$ cat config.mk
export PLATFORM = sky130hd
export DESIGN_NAME = sha1_stream_hasher_unit
export DESIGN_NICKNAME = d
export VERILOG_FILES = /design/src/sha1sh_pkg.sv /design/src/sha1sh_datapath.sv /design/src/sha1sh_ctrl.sv /design/src/sha1_stream_hasher_unit.sv
export SDC_FILE = /design/constraint.sdc
export NUM_CORES = 2
export LEC_CHECK = 0
export BUFFER_PORTS_ARGS = -buffer_cell sky130_fd_sc_hd__clkbuf_2
export CAP_MARGIN = 20
export CORE_AREA = 2 2 298 448
export CTS_CLUSTER_SIZE = 28
export DETAILED_ROUTE_END_ITERATION = 16
export DIE_AREA = 0 0 300 450
export GPL_TIMING_DRIVEN = 0
export HOLD_SLACK_MARGIN = 0.05
export PLACE_DENSITY = 0.65
export SETUP_SLACK_MARGIN = 0.02
export SYNTH_ARGS = -nofsm -noshare
export SYNTH_HDL_FRONTEND = slang
export SYNTH_SLANG_ARGS = --single-unit
$ cat constraint.sdc
create_clock -name aclk -period 21.2 [get_ports aclk]
set_clock_uncertainty 0.2 [all_clocks]
set_input_delay 4.24 -clock aclk [delete_from_list [all_inputs] [get_ports aclk]]
set_output_delay 4.24 -clock aclk [all_outputs]
set_load 0.02 [all_outputs]
$ cat src/sha1sh_pkg.sv
// shared types, constants and round functions of the sha-1 stream hasher
package sha1sh_pkg;

    // configuration register indexes
    localparam logic [2:0] CFG_INIT0 = 3'd0;
    localparam logic [2:0] CFG_INIT1 = 3'd1;
    localparam logic [2:0] CFG_INIT2 = 3'd2;
    localparam logic [2:0] CFG_INIT3 = 3'd3;
    localparam logic [2:0] CFG_INIT4 = 3'd4;
    localparam logic [2:0] CFG_PRIOR = 3'd5;

    localparam int CFG_DATA_W  = 55;
    localparam int CFG_INDEX_W = 3;

    // reset values of the configuration registers
    localparam logic [31:0] INIT0_RST = 32'he384efad;
    localparam logic [31:0] INIT1_RST = 32'hf26767a6;
    localparam logic [31:0] INIT2_RST = 32'h13162142;
    localparam logic [31:0] INIT3_RST = 32'hb5ef0efb;
    localparam logic [31:0] INIT4_RST = 32'hb9d7659a;
    localparam logic [54:0] PRIOR_RST = 55'd2;

    // round constants
    localparam logic [31:0] K0 = 32'h5A827999;
    localparam logic [31:0] K1 = 32'h6ED9EBA1;
    localparam logic [31:0] K2 = 32'h8F1BBCDC;
    localparam logic [31:0] K3 = 32'hCA62C1D6;

    localparam logic [6:0] ROUND_LAST = 7'd79;
    localparam logic [5:0] POS_LAST   = 6'd63;
    localparam logic [5:0] POS_LEN    = 6'd56;
    localparam logic [2:0] WORD_LAST  = 3'd4;
    localparam logic [7:0] PAD_MARK   = 8'h80;

    // round group codes
    typedef logic [1:0] round_grp_t;
    localparam round_grp_t GRP_CH  = 2'd0;
    localparam round_grp_t GRP_PAR = 2'd1;
    localparam round_grp_t GRP_MAJ = 2'd2;
    localparam round_grp_t GRP_PR2 = 2'd3;

    // byte source codes for the block buffer
    typedef logic [1:0] byte_sel_t;
    localparam byte_sel_t SEL_DATA = 2'd0;
    localparam byte_sel_t SEL_MARK = 2'd1;
    localparam byte_sel_t SEL_ZERO = 2'd2;
    localparam byte_sel_t SEL_LEN  = 2'd3;

    // commands from the controller to the datapath
    typedef struct packed {
        logic       start;
        logic       byte_we;
        byte_sel_t  byte_sel;
        logic       add_count;
        logic       latch_total;
        logic       load_work;
        logic       round_en;
        round_grp_t grp;
        logic       cv_add;
        logic [2:0] word_idx;
    } cmd_t;

    // round function
    function automatic logic [31:0] sha1_f(input round_grp_t grp, input logic [31:0] b,
                                           input logic [31:0] c, input logic [31:0] d);
        logic [31:0] r;
        unique case (grp)
            GRP_CH:  r = (b & (c ^ d)) ^ d;
            GRP_MAJ: r = (b & c) | ((b | c) & d);
            default: r = b ^ c ^ d;
        endcase
        return r;
    endfunction

    // round constant
    function automatic logic [31:0] sha1_k(input round_grp_t grp);
        logic [31:0] r;
        unique case (grp)
            GRP_CH:  r = K0;
            GRP_PAR: r = K1;
            GRP_MAJ: r = K2;
            default: r = K3;
        endcase
        return r;
    endfunction

endpackage

$ cat src/sha1sh_datapath.sv
// datapath: configuration, block buffer, message schedule, rounds and chaining value
module sha1sh_datapath (
    input  logic                                aclk,
    input  logic                                aresetn,
    input  logic                                cfg_wr_en,
    input  logic [sha1sh_pkg::CFG_INDEX_W-1:0]  cfg_index,
    input  logic [sha1sh_pkg::CFG_DATA_W-1:0]   cfg_data,
    input  logic [7:0]                          data_byte,
    input  sha1sh_pkg::cmd_t                    cmd,
    output logic [31:0]                         digest_word
);

    logic [31:0]  init_reg [5];
    logic [54:0]  prior_reg;
    logic [31:0]  cv_reg [5];
    logic [31:0]  a_reg, b_reg, c_reg, d_reg, e_reg;
    logic [511:0] buf_reg;
    logic [63:0]  count_reg;
    logic [63:0]  total_reg;

    logic [63:0]  count_base;
    logic [63:0]  count_next;
    logic [7:0]   byte_in;
    logic [31:0]  w_now;
    logic [31:0]  w_mix;
    logic [31:0]  w_new;
    logic [31:0]  t_sum;

    // configuration registers
    always_ff @(posedge aclk) begin
        if (!aresetn) begin
            init_reg[0] <= sha1sh_pkg::INIT0_RST;
            init_reg[1] <= sha1sh_pkg::INIT1_RST;
            init_reg[2] <= sha1sh_pkg::INIT2_RST;
            init_reg[3] <= sha1sh_pkg::INIT3_RST;
            init_reg[4] <= sha1sh_pkg::INIT4_RST;
            prior_reg   <= sha1sh_pkg::PRIOR_RST;
        end else if (cfg_wr_en) begin
            unique case (cfg_index)
                sha1sh_pkg::CFG_INIT0: init_reg[0] <= cfg_data[31:0];
                sha1sh_pkg::CFG_INIT1: init_reg[1] <= cfg_data[31:0];
                sha1sh_pkg::CFG_INIT2: init_reg[2] <= cfg_data[31:0];
                sha1sh_pkg::CFG_INIT3: init_reg[3] <= cfg_data[31:0];
                sha1sh_pkg::CFG_INIT4: init_reg[4] <= cfg_data[31:0];
                sha1sh_pkg::CFG_PRIOR: prior_reg   <= cfg_data;
                default: ;
            endcase
        end
    end

    // bit count, restarted from the prior block count at message start
    always_comb begin
        count_base = cmd.start ? {prior_reg, 9'd0} : count_reg;
        count_next = count_base + (cmd.add_count ? 64'd8 : 64'd0);
    end

    always_ff @(posedge aclk) begin
        if (cmd.start || cmd.add_count) begin
            count_reg <= count_next;
        end
    end

    // byte source for the block buffer
    always_comb begin
        unique case (cmd.byte_sel)
            sha1sh_pkg::SEL_DATA: byte_in = data_byte;
            sha1sh_pkg::SEL_MARK: byte_in = sha1sh_pkg::PAD_MARK;
            sha1sh_pkg::SEL_LEN:  byte_in = total_reg[63:56];
            default:              byte_in = 8'd0;
        endcase
    end

    // length field, shifted out one byte at a time
    always_ff @(posedge aclk) begin
        if (cmd.latch_total) begin
            total_reg <= count_next;
        end else if (cmd.byte_we && cmd.byte_sel == sha1sh_pkg::SEL_LEN) begin
            total_reg <= {total_reg[55:0], 8'd0};
        end
    end

    // message schedule taken from the oldest word of the window
    always_comb begin
        w_now = buf_reg[511:480];
        w_mix = buf_reg[95:64] ^ buf_reg[255:224] ^ buf_reg[447:416] ^ buf_reg[511:480];
        w_new = {w_mix[30:0], w_mix[31]};
        t_sum = {a_reg[26:0], a_reg[31:27]} + sha1sh_pkg::sha1_f(cmd.grp, b_reg, c_reg, d_reg)
              + e_reg + sha1sh_pkg::sha1_k(cmd.grp) + w_now;
    end

    // block buffer: byte shift while filling, word shift while hashing
    always_ff @(posedge aclk) begin
        if (cmd.byte_we) begin
            buf_reg <= {buf_reg[503:0], byte_in};
        end else if (cmd.round_en) begin
            buf_reg <= {buf_reg[479:0], w_new};
        end
    end

    // working variables
    always_ff @(posedge aclk) begin
        if (cmd.load_work) begin
            a_reg <= cv_reg[0];
            b_reg <= cv_reg[1];
            c_reg <= cv_reg[2];
            d_reg <= cv_reg[3];
            e_reg <= cv_reg[4];
        end else if (cmd.round_en) begin
            a_reg <= t_sum;
            b_reg <= a_reg;
            c_reg <= {b_reg[1:0], b_reg[31:2]};
            d_reg <= c_reg;
            e_reg <= d_reg;
        end
    end

    // chaining value
    always_ff @(posedge aclk) begin
        if (cmd.start) begin
            for (int i = 0; i < 5; i++) begin
                cv_reg[i] <= init_reg[i];
            end
        end else if (cmd.cv_add) begin
            cv_reg[0] <= cv_reg[0] + a_reg;
            cv_reg[1] <= cv_reg[1] + b_reg;
            cv_reg[2] <= cv_reg[2] + c_reg;
            cv_reg[3] <= cv_reg[3] + d_reg;
            cv_reg[4] <= cv_reg[4] + e_reg;
        end
    end

    // digest word select
    always_comb begin
        unique case (cmd.word_idx)
            3'd1:    digest_word = cv_reg[1];
            3'd2:    digest_word = cv_reg[2];
            3'd3:    digest_word = cv_reg[3];
            3'd4:    digest_word = cv_reg[4];
            default: digest_word = cv_reg[0];
        endcase
    end

endmodule

$ cat src/sha1sh_ctrl.sv
// controller: byte position, padding sequence, round counter and digest output
module sha1sh_ctrl (
    input  logic             aclk,
    input  logic             aresetn,
    input  logic             s_valid,
    output logic             s_ready,
    input  logic             s_byte_valid,
    input  logic             s_last,
    output logic             m_valid,
    input  logic             m_ready,
    output logic [2:0]       m_word_index,
    output logic             m_end_of_digest,
    output sha1sh_pkg::cmd_t cmd
);

    localparam logic [2:0] ST_IDLE  = 3'd0;
    localparam logic [2:0] ST_LOAD  = 3'd1;
    localparam logic [2:0] ST_ROUND = 3'd2;
    localparam logic [2:0] ST_ADD   = 3'd3;
    localparam logic [2:0] ST_PAD   = 3'd4;
    localparam logic [2:0] ST_OUT   = 3'd5;

    logic [2:0] state_reg, state_next;
    logic [5:0] pos_reg, pos_next;
    logic [6:0] rnd_reg, rnd_next;
    logic [2:0] idx_reg, idx_next;
    logic       in_msg_reg, in_msg_next;
    logic       pad_reg, pad_next;
    logic       mark_reg, mark_next;
    logic       len_blk_reg, len_blk_next;
    logic       final_reg, final_next;
    logic       accept;
    logic       active;

    assign s_ready         = (state_reg == ST_IDLE);
    assign m_valid         = (state_reg == ST_OUT);
    assign m_word_index    = idx_reg;
    assign m_end_of_digest = (idx_reg == sha1sh_pkg::WORD_LAST);
    assign accept          = s_valid && s_ready;
    assign active          = s_byte_valid || s_last;

    // next state and commands
    always_comb begin
        state_next   = state_reg;
        pos_next     = pos_reg;
        rnd_next     = rnd_reg;
        idx_next     = idx_reg;
        in_msg_next  = in_msg_reg;
        pad_next     = pad_reg;
        mark_next    = mark_reg;
        len_blk_next = len_blk_reg;
        final_next   = final_reg;

        cmd             = '0;
        cmd.byte_sel    = sha1sh_pkg::SEL_DATA;
        cmd.grp         = sha1sh_pkg::GRP_CH;
        cmd.word_idx    = idx_reg;

        unique case (state_reg)
            ST_IDLE: begin
                if (accept && active) begin
                    cmd.start       = !in_msg_reg;
                    cmd.latch_total = s_last;
                    in_msg_next     = 1'b1;
                    if (s_last) begin
                        pad_next   = 1'b1;
                        mark_next  = 1'b0;
                        final_next = 1'b0;
                    end
                    if (s_byte_valid) begin
                        cmd.byte_we   = 1'b1;
                        cmd.add_count = 1'b1;
                        pos_next      = pos_reg + 6'd1;
                    end
                    if (s_byte_valid && pos_reg == sha1sh_pkg::POS_LAST) begin
                        state_next = ST_LOAD;
                    end else if (s_last) begin
                        state_next = ST_PAD;
                    end
                end
            end
            ST_PAD: begin
                cmd.byte_we = 1'b1;
                pos_next    = pos_reg + 6'd1;
                if (!mark_reg) begin
                    cmd.byte_sel = sha1sh_pkg::SEL_MARK;
                    mark_next    = 1'b1;
                    len_blk_next = (pos_reg < sha1sh_pkg::POS_LEN) ||
                                   (pos_reg == sha1sh_pkg::POS_LAST);
                end else if (!len_blk_reg) begin
                    cmd.byte_sel = sha1sh_pkg::SEL_ZERO;
                    if (pos_reg == sha1sh_pkg::POS_LAST) begin
                        len_blk_next = 1'b1;
                    end
                end else if (pos_reg < sha1sh_pkg::POS_LEN) begin
                    cmd.byte_sel = sha1sh_pkg::SEL_ZERO;
                end else begin
                    cmd.byte_sel = sha1sh_pkg::SEL_LEN;
                end
                if (pos_reg == sha1sh_pkg::POS_LAST) begin
                    final_next = mark_reg && len_blk_reg;
                    state_next = ST_LOAD;
                end
            end
            ST_LOAD: begin
                cmd.load_work = 1'b1;
                rnd_next      = 7'd0;
                state_next    = ST_ROUND;
            end
            ST_ROUND: begin
                cmd.round_en = 1'b1;
                if (rnd_reg < 7'd20) begin
                    cmd.grp = sha1sh_pkg::GRP_CH;
                end else if (rnd_reg < 7'd40) begin
                    cmd.grp = sha1sh_pkg::GRP_PAR;
                end else if (rnd_reg < 7'd60) begin
                    cmd.grp = sha1sh_pkg::GRP_MAJ;
                end else begin
                    cmd.grp = sha1sh_pkg::GRP_PR2;
                end
                rnd_next = rnd_reg + 7'd1;
                if (rnd_reg == sha1sh_pkg::ROUND_LAST) begin
                    state_next = ST_ADD;
                end
            end
            ST_ADD: begin
                cmd.cv_add = 1'b1;
                if (final_reg) begin
                    idx_next   = 3'd0;
                    state_next = ST_OUT;
                end else if (pad_reg) begin
                    state_next = ST_PAD;
                end else begin
                    state_next = ST_IDLE;
                end
            end
            ST_OUT: begin
                if (m_ready) begin
                    if (idx_reg == sha1sh_pkg::WORD_LAST) begin
                        idx_next    = 3'd0;
                        in_msg_next = 1'b0;
                        pad_next    = 1'b0;
                        final_next  = 1'b0;
                        state_next  = ST_IDLE;
                    end else begin
                        idx_next = idx_reg + 3'd1;
                    end
                end
            end
            default: begin
                state_next = ST_IDLE;
            end
        endcase
    end

    // control registers
    always_ff @(posedge aclk) begin
        if (!aresetn) begin
            state_reg   <= ST_IDLE;
            pos_reg     <= 6'd0;
            rnd_reg     <= 7'd0;
            idx_reg     <= 3'd0;
            in_msg_reg  <= 1'b0;
            pad_reg     <= 1'b0;
            mark_reg    <= 1'b0;
            len_blk_reg <= 1'b0;
            final_reg   <= 1'b0;
        end else begin
            state_reg   <= state_next;
            pos_reg     <= pos_next;
            rnd_reg     <= rnd_next;
            idx_reg     <= idx_next;
            in_msg_reg  <= in_msg_next;
            pad_reg     <= pad_next;
            mark_reg    <= mark_next;
            len_blk_reg <= len_blk_next;
            final_reg   <= final_next;
        end
    end

    // the input side and the digest side are never open together
    assert property (@(posedge aclk) disable iff (!aresetn) !(s_ready && m_valid))
        else $error("input and output open at once");

    // digest words only leave on a block boundary
    assert property (@(posedge aclk) disable iff (!aresetn) m_valid |-> pos_reg == 6'd0)
        else $error("digest shown with a partial block buffered");

    // the last round is followed by the feed-forward add
    assert property (@(posedge aclk) disable iff (!aresetn)
        (state_reg == ST_ROUND && rnd_reg == sha1sh_pkg::ROUND_LAST) |=> state_reg == ST_ADD)
        else $error("round sequence broken");

    // a stalled digest word keeps its position
    assert property (@(posedge aclk) disable iff (!aresetn)
        (m_valid && !m_ready) |=> (m_valid && $stable(idx_reg)))
        else $error("digest word index moved under stall");

    // the word index never leaves the digest
    assert property (@(posedge aclk) disable iff (!aresetn)
        m_valid |-> idx_reg <= sha1sh_pkg::WORD_LAST)
        else $error("digest word index out of range");

endmodule

$ cat src/sha1_stream_hasher_unit.sv
// top level of the sha-1 stream hasher
//
// Input channel (s_): one message byte per transaction with s_byte_valid, and
// s_last ending the message; a transaction with s_last and no valid byte just
// finishes it, and one with neither flag is taken and ignored.
// Output channel (m_): five transactions per message, digest words A to E with
// m_word_index 0 to 4 and m_end_of_digest on the last one.
// Bytes are taken one per cycle while the 64-byte buffer fills. A full block
// holds the input for one load step, 80 rounds of the single round unit and
// one feed-forward add. After s_last the padding bytes are shifted in one per
// cycle, followed by one or two block compressions, then the digest words
// appear. A stalled receiver holds the current word, and no new message byte
// is taken until the fifth word has gone.
// The cfg port writes the initial chaining words and the prior block count; a
// new value takes effect at the start of the next message.
// Synchronous reset restores the register defaults and empties the buffer
// position; no clearing pass is needed.
module sha1_stream_hasher_unit (
    input  logic                                aclk,
    input  logic                                aresetn,
    input  logic                                cfg_wr_en,
    input  logic [sha1sh_pkg::CFG_INDEX_W-1:0]  cfg_index,
    input  logic [sha1sh_pkg::CFG_DATA_W-1:0]   cfg_data,
    input  logic                                s_valid,
    output logic                                s_ready,
    input  logic [7:0]                          s_data_byte,
    input  logic                                s_byte_valid,
    input  logic                                s_last,
    output logic                                m_valid,
    input  logic                                m_ready,
    output logic [31:0]                         m_digest_word,
    output logic [2:0]                          m_word_index,
    output logic                                m_end_of_digest
);

    sha1sh_pkg::cmd_t cmd;

    // controller
    sha1sh_ctrl u_ctrl (
        .aclk            (aclk),
        .aresetn         (aresetn),
        .s_valid         (s_valid),
        .s_ready         (s_ready),
        .s_byte_valid    (s_byte_valid),
        .s_last          (s_last),
        .m_valid         (m_valid),
        .m_ready         (m_ready),
        .m_word_index    (m_word_index),
        .m_end_of_digest (m_end_of_digest),
        .cmd             (cmd)
    );

    // datapath
    sha1sh_datapath u_datapath (
        .aclk        (aclk),
        .aresetn     (aresetn),
        .cfg_wr_en   (cfg_wr_en),
        .cfg_index   (cfg_index),
        .cfg_data    (cfg_data),
        .data_byte   (s_data_byte),
        .cmd         (cmd),
        .digest_word (m_digest_word)
    );

endmodule
## Word level (Yosys, flattened, before mapping)

Memories as Yosys holds them, arrays and structs flattened.
Cells that the tools add are included.

- Register bits: 879
- Logic and storage cells: 222
- Memory bits (writable): 320
- Bits of input ports: 73
- Memories kept: 2
- Output and inout bits: 38

Memory list:

| memory | words | width | rd ports | clocked after memory_dff | write ports | line | text |
|---|---|---|---|---|---|---|---|
| u_datapath.cv_reg | 5 | 32 | 5 | 0 | 5 | sha1sh_datapath.sv:15 | `logic [31:0] cv_reg [5];` |
| u_datapath.init_reg | 5 | 32 | 5 | 0 | 5 | sha1sh_datapath.sv:13 | `logic [31:0] init_reg [5];` |

- Bitwise operators: 22
- Magnitude comparators: 4
- Muxes and demuxes: 105
- Equality and inequality tests: 29
- $add $sub $neg: 13
- Reductions and logical operators: 29

Operator list:

| cell | number |
|---|---|
| 2-to-1 mux 512 bit | 2 |
| 2-to-1 mux 32 bit | 20 |
| adder 32 bit | 9 |
| bitwise XOR 32 bit | 7 |
| 2-to-1 mux 64 bit | 3 |
| case mux 32 bit (4 select lines) | 1 |
| AND 32 bit | 3 |
| case mux 32 bit (3 select lines) | 1 |
| adder 64 bit | 1 |
| bitwise OR 32 bit | 2 |
| case mux 32 bit (2 select lines) | 1 |
| 2-to-1 mux 1 bit | 43 |
| 2-to-1 mux 3 bit | 13 |
| case mux 8 bit (3 select lines) | 1 |
| equality test 3 x 2 -> 1 bit (second input constant) | 6 |
| case mux 3 bit (6 select lines) | 1 |
| 2-to-1 mux 2 bit | 8 |
| equality test 3 bit (second input constant) | 5 |
| less-than comparator 7 x 6 -> 1 bit (second input constant) | 2 |
| case mux 7 bit (2 select lines) | 1 |
| nonzero test 2 bit | 7 |
| 2-to-1 mux 6 bit | 2 |
| case mux 6 bit (2 select lines) | 1 |
| AND reduction 6 bit | 2 |
| 28 further kinds | 60 |

## Depth between registers and ports, before layout

- Word-level depth: 13
- Depth in mapped cells: 32
- Gate-level depth less buffers: 28

## Modules after synthesis

From an unflattened synthesis, not the netlist that was laid out.

- Cell total of the unflattened synthesis: 5,452
- Area, all modules: 65,569.1 µm²

By module, submodules not included:

| module | seq. area each (µm²) | cells an instance | times used | area an instance (µm²) |
|---|---|---|---|---|
| sha1sh_datapath | 34,733.3 | 5,275 | 1 | 64,145.3 |
| sha1sh_ctrl | 480.5 | 177 | 1 | 1,423.9 |

## Worst setup path after synthesis

Ideal clock, no wire load.

- Kind: input to register
- Start: input port s_byte_valid
- End: register u_datapath.buf_reg[0], enable pin
- Arrival time: 13.635 ns
- Path buffers: 3
- Slack: 3.707 ns
- Library setup time: 3.658 ns
- Data required time: 17.342 ns
- Stages: 6
- Cells stage by stage: a21oi_1 > nand2b_1 > clkbuf_1 > clkbuf_1 > clkbuf_1 > nand2_1

- Longest elaborated chain between the ends: 5
- Elaborated cells on any way between the ends: 6
- Classes of those cells: 3 x mux; 3 x reduce/logical

RTL lines:

| item | line | text |
|---|---|---|
| from (decl) | sha1_stream_hasher_unit.sv:27 | `input logic s_byte_valid,` |
| logical OR 1 bit | sha1sh_ctrl.sv:40 | `assign active = s_byte_valid \|\| s_last;` |
| logical AND 1 bit | sha1sh_ctrl.sv:61 | `if (accept && active) begin` |
| 2-to-1 mux 2 bit (*) | sha1sh_ctrl.sv:61 |  |
| case mux 1 bit (2 select lines) (*) | sha1sh_ctrl.sv:59 | `unique case (state_reg)` |
| nonzero test 2 bit (no line) (*) | -- |  |
| to (signal assigned) | sha1sh_datapath.sv:94 | `buf_reg <= {buf_reg[503:0], byte_in};` |
| to (signal assigned) | sha1sh_datapath.sv:96 | `buf_reg <= {buf_reg[479:0], w_new};` |
| to (decl) | sha1sh_datapath.sv:17 | `logic [511:0] buf_reg;` |

Every way passes the cells marked *; elsewhere a longest branch is shown, timed or not.
A chain may end at the register's enable or synchronous reset.

## Worst setup path in the final report

- Start: input port s_byte_valid
- End: register u_datapath.total_reg[57], data pin

- Longest elaborated chain between the ends: 7
- Elaborated cells on any way between the ends: 11
- Classes of those cells: 1 x add/sub; 8 x mux; 2 x reduce/logical

RTL lines:

| item | line | text |
|---|---|---|
| logical OR 1 bit | sha1sh_ctrl.sv:40 |  |
| logical AND 1 bit | sha1sh_ctrl.sv:61 |  |
| 2-to-1 mux 2 bit | sha1sh_ctrl.sv:61 |  |
| 2-to-1 mux 1 bit or 2-to-1 mux 2 bit (tied branches) | sha1sh_ctrl.sv:59 |  |
| 2-to-1 mux 64 bit or 2-to-1 mux 4 bit (tied branches) | sha1sh_datapath.sv:53, sha1sh_datapath.sv:54 |  |
| adder 64 bit (*) | sha1sh_datapath.sv:54 | `count_next = count_base + (cmd.add_count ? 64'd8 : 64'd0);` |
| via u_datapath.count_next[57] | sha1sh_datapath.sv:22 | `logic [63:0] count_next;` |
| 2-to-1 mux 64 bit (*) | sha1sh_datapath.sv:75 | `if (cmd.latch_total) begin` |
| to (signal assigned) | sha1sh_datapath.sv:76 | `total_reg <= count_next;` |
| to (signal assigned) | sha1sh_datapath.sv:78 | `total_reg <= {total_reg[55:0], 8'd0};` |
| to (decl) | sha1sh_datapath.sv:19 | `logic [63:0] total_reg;` |

Mark *: on every way through the listed nets, which the timed path passes. The rest lies on a longest branch.

==> out/qor.txt <==
CP endpoint = u_datapath.total_reg[57]
Required @ worst endpoint = 21.52 ns
Mapped Area = 0.0652 sq mm
leakage power total = 29.8 nW
syn_area_per_cell = 9.90 sq um
Worst R2R Path Depth = 29
Worst setup SP type = input port
gr ovfl total = 0
fillers = 11.8k
routability cong. = 1.03
area of the multi-input gates = 0.0277 sq mm
fin crit share = 52.8%
hold_ws = 0.266 ns
Hold Vio Cnt, Final = 0
CTS tree = done
Rel. slew slack = 12.2%
die span in y = 450 um
RSZ-0062 raised after global routing = false
Worst path slowest cell = buf_1
Die ar. = 0.135 sq mm
CTS root buffer = clkbuf_16
final setup vio count = 0
Post-Synthesis Cells = 6592
Hold Path Origin = u_datapath.prior_reg[1]
Sequential cell area = 0.0352 sq mm
post-CTS setup buffers = 0
H-tree levels = 3
fin. max-slew vios = 0
largest net degree at the start of global routing = 104
WP data arrival = 11.50 ns
CP Capture Type = flop
worst path cell trace = clkbuf_2 > o21ai_1 > or3_4 > buf_6 > clkbuf_1 > buf_1 > clkbuf_1 > clkbuf_1 > and2_1 > ha_1 > ha_1 > and4_1 > o311ai_0 > nor2_1 > o2111ai_1 > or2_1 > buf_6 > nor3_4 > nand3_1 > xnor2_1 > nand2_1 > o21ai_2 > mux2_2
fin crit period = 11.18 ns
via count = 51.9k
Initial Utilization = 49.8%
Finished Layout Cells = 8718
Top Ports = 111
vias in the first global route = 51.4k
fraction of registers with async set/reset = 0%
drt via density = 5.95
Crit. Startpoint = s_byte_valid
pre-CTS setup slack = 9.34 ns
Antenna Nets Post-Route = 0
top_reg_cell synth = edfxtp_1
drt initial violations = 5209
Sw Share = 42.0%
post-synthesis register bit count = 1199
combinational share of power = 43.9%
r2r setup slk = 10.29 ns
HPWL Detailed = 191 mm
Synth cell types = 85
share of cells above drive strength 1 = 6.22%
number of synthesized flops with an enable pin = 1120
maxcap violations = 0
f_max = 89.4 MHz
Die Wd = 300 um
first-pass GRT wire length = 348 mm
PnR Total Power = 12.3 mW
crit-path max cell delay = 0.79 ns
Clk Latency, worst-skew pair = 0.80 ns
setup tns final = 0 ns
number of flip-flops in the largest register = 512
Cell Int Power = 7.15 mW
register area share after synthesis = 54.0%
power share of the sequential group = 37.3%
hold bufs inserted after CTS = 0
Finished Cell Area = 0.0733 sq mm
Worst R2R Start = u_ctrl.state_reg[1]
core area = 0.131 sq mm
final wirelength = 247 mm
Yosys Warn Count = 0
post_cts resized = 0
placed inst area = 0.0690 sq mm
CP Max Fanout = 10
setup ws final = 10.02 ns
Clock power frac = 18.8%
critical path type = in2reg
reg2reg end = u_datapath.a_reg[31]
status = finished, final reports clean
TritonCTS Sinks = 1199
P_sw = 5.18 mW
row cnt = 163
wire length per cell = 28.3 um
IO buf count = 110
worst min path class = reg2reg
Pwr Density = 168 mW/mm^2
synthesis-to-layout area growth = 12.3%
clock-pin slew on the worst setup and hold paths = 0.07 ns
Syn Nets = 7027
Final Net Count = 7309
cts bufs inserted = 118
Slew @ Worst Pin = 1.32 ns
DRC Markers = 0
antenna violations before repair = 14
clk buf depth = 3
Total GRT Usage = 36.2%
Worst VDD drop = 0.123 mV
TritonRoute pass-1 iters = 7
fin util = 56.0%
Placed Instances = 8481
most used cell, CP = clkbuf_1
-- layout make-up --
cell class / instances / area share (%)
diodes: 11 / 0.0376
plain buffers: 290 / 1.53
clock buffers: 154 / 4.52
clock inverters: 67 / 1.19
inverters: 338 / 1.74
multi-input cells: 4765 / 37.8
flip-flops and latches: 1199 / 48.0
well taps: 1732 / 2.96
repair buffers: 162 / 2.12
-- cell usage in the layout (no fill, tap or decap), drive strengths merged, types with 49 or more instances in the layout --
| master | n |
|---|---|
| a21boi | 62 |
| a21o | 82 |
| a21oi | 202 |
| a22oi | 72 |
| a31oi | 66 |
| and2 | 62 |
| buf | 76 |
| clkbuf | 530 |
| dfxtp | 79 |
| edfxtp | 1120 |
| fa | 93 |
| ha | 269 |
| inv | 341 |
| mux2i | 49 |
| nand2 | 2265 |
| nand2b | 78 |
| nand3 | 74 |
| nor2 | 193 |
| o21ai | 414 |
| xnor2 | 219 |
| xor2 | 100 |
-- worst min-delay path by stage --
stage | endpoint | slack, ns | cells after the start
floorplan | u_datapath.prior_reg[1] | 0.24 | 2
global placement | u_datapath.prior_reg[53] | 0.26 | 2
detailed placement | u_datapath.prior_reg[1] | 0.26 | 2
CTS | u_datapath.prior_reg[1] | 0.27 | 2
global route | u_datapath.prior_reg[51] | 0.30 | 2
finish | u_datapath.prior_reg[1] | 0.27 | 2
-- synth_stat cells (all sizes together) (42+ instances only) --
| cell | number | area share (%) |
|---|---|---|
| xor2 | 100 | 1.3 |
| nor2 | 193 | 1.1 |
| a21boi | 62 | 0.71 |
| a21oi | 202 | 1.5 |
| mux2i | 49 | 0.75 |
| nand3 | 74 | 0.57 |
| nand2 | 2265 | 13 |
| nor3 | 42 | 0.35 |
| inv | 337 | 1.9 |
| dfxtp | 79 | 2.4 |
| edfxtp | 1120 | 52 |
| fa | 93 | 2.9 |
| and2 | 62 | 0.59 |
| a22oi | 72 | 0.83 |
| o21ai | 414 | 3.2 |
| xnor2 | 219 | 2.9 |
| nand2b | 78 | 0.75 |
| a21o | 82 | 0.94 |
| ha | 269 | 5.2 |
| clkbuf | 266 | 1.5 |
| a31oi | 66 | 0.63 |
-- power by group through the flow --
stage | sequential, mW | combinational [mW] | clock [mW]
2_1_floorplan | 4.54 | 3.66 | 0
3_3_place_gp | 5.02 | 5.13 | 0
3_5_place_dp | 4.61 | 5.30 | 0
4_1_cts | 4.57 | 5.34 | 2.33
5_1_grt | 4.64 | 5.95 | 2.41
6_report | 4.60 | 5.42 | 2.32
-- cells by family after synthesis --
family	Yosys count	share of synthesized area, %
AO/OA/AOI/OAI	1154	11.0
XOR/XNOR	319	4.28
adder cells (fa/ha/maj)	362	8.01
buffers and inverters	628	3.66
flip-flops	1199	54.0
multiplexers	61	0.959
AND/OR/NAND/NOR	2869	18.1
-- critical path: cells and delay by family --
| family | cells | cell delay [ns] |
|---|---|---|
| simple gates | 8 | 2.13 |
| mux | 1 | 0.28 |
| buf+inv | 7 | 3.12 |
| fa+ha+maj | 2 | 0.44 |
| compound gates | 4 | 1.08 |
| xor+xnor | 1 | 0.15 |
-- metal layers --
layer	global-route usage (%)	wire (um)	up-vias	part of all wire (%)
met2	62.0	122000	2579	49
met1	37.4	79900	25110	32
li1	-	-	23304	-
met4	34.0	27000	10	11
met5	0	72	-	0.029
met3	6.34	18300	907	7.4
(Power assumes the default switching activity.)
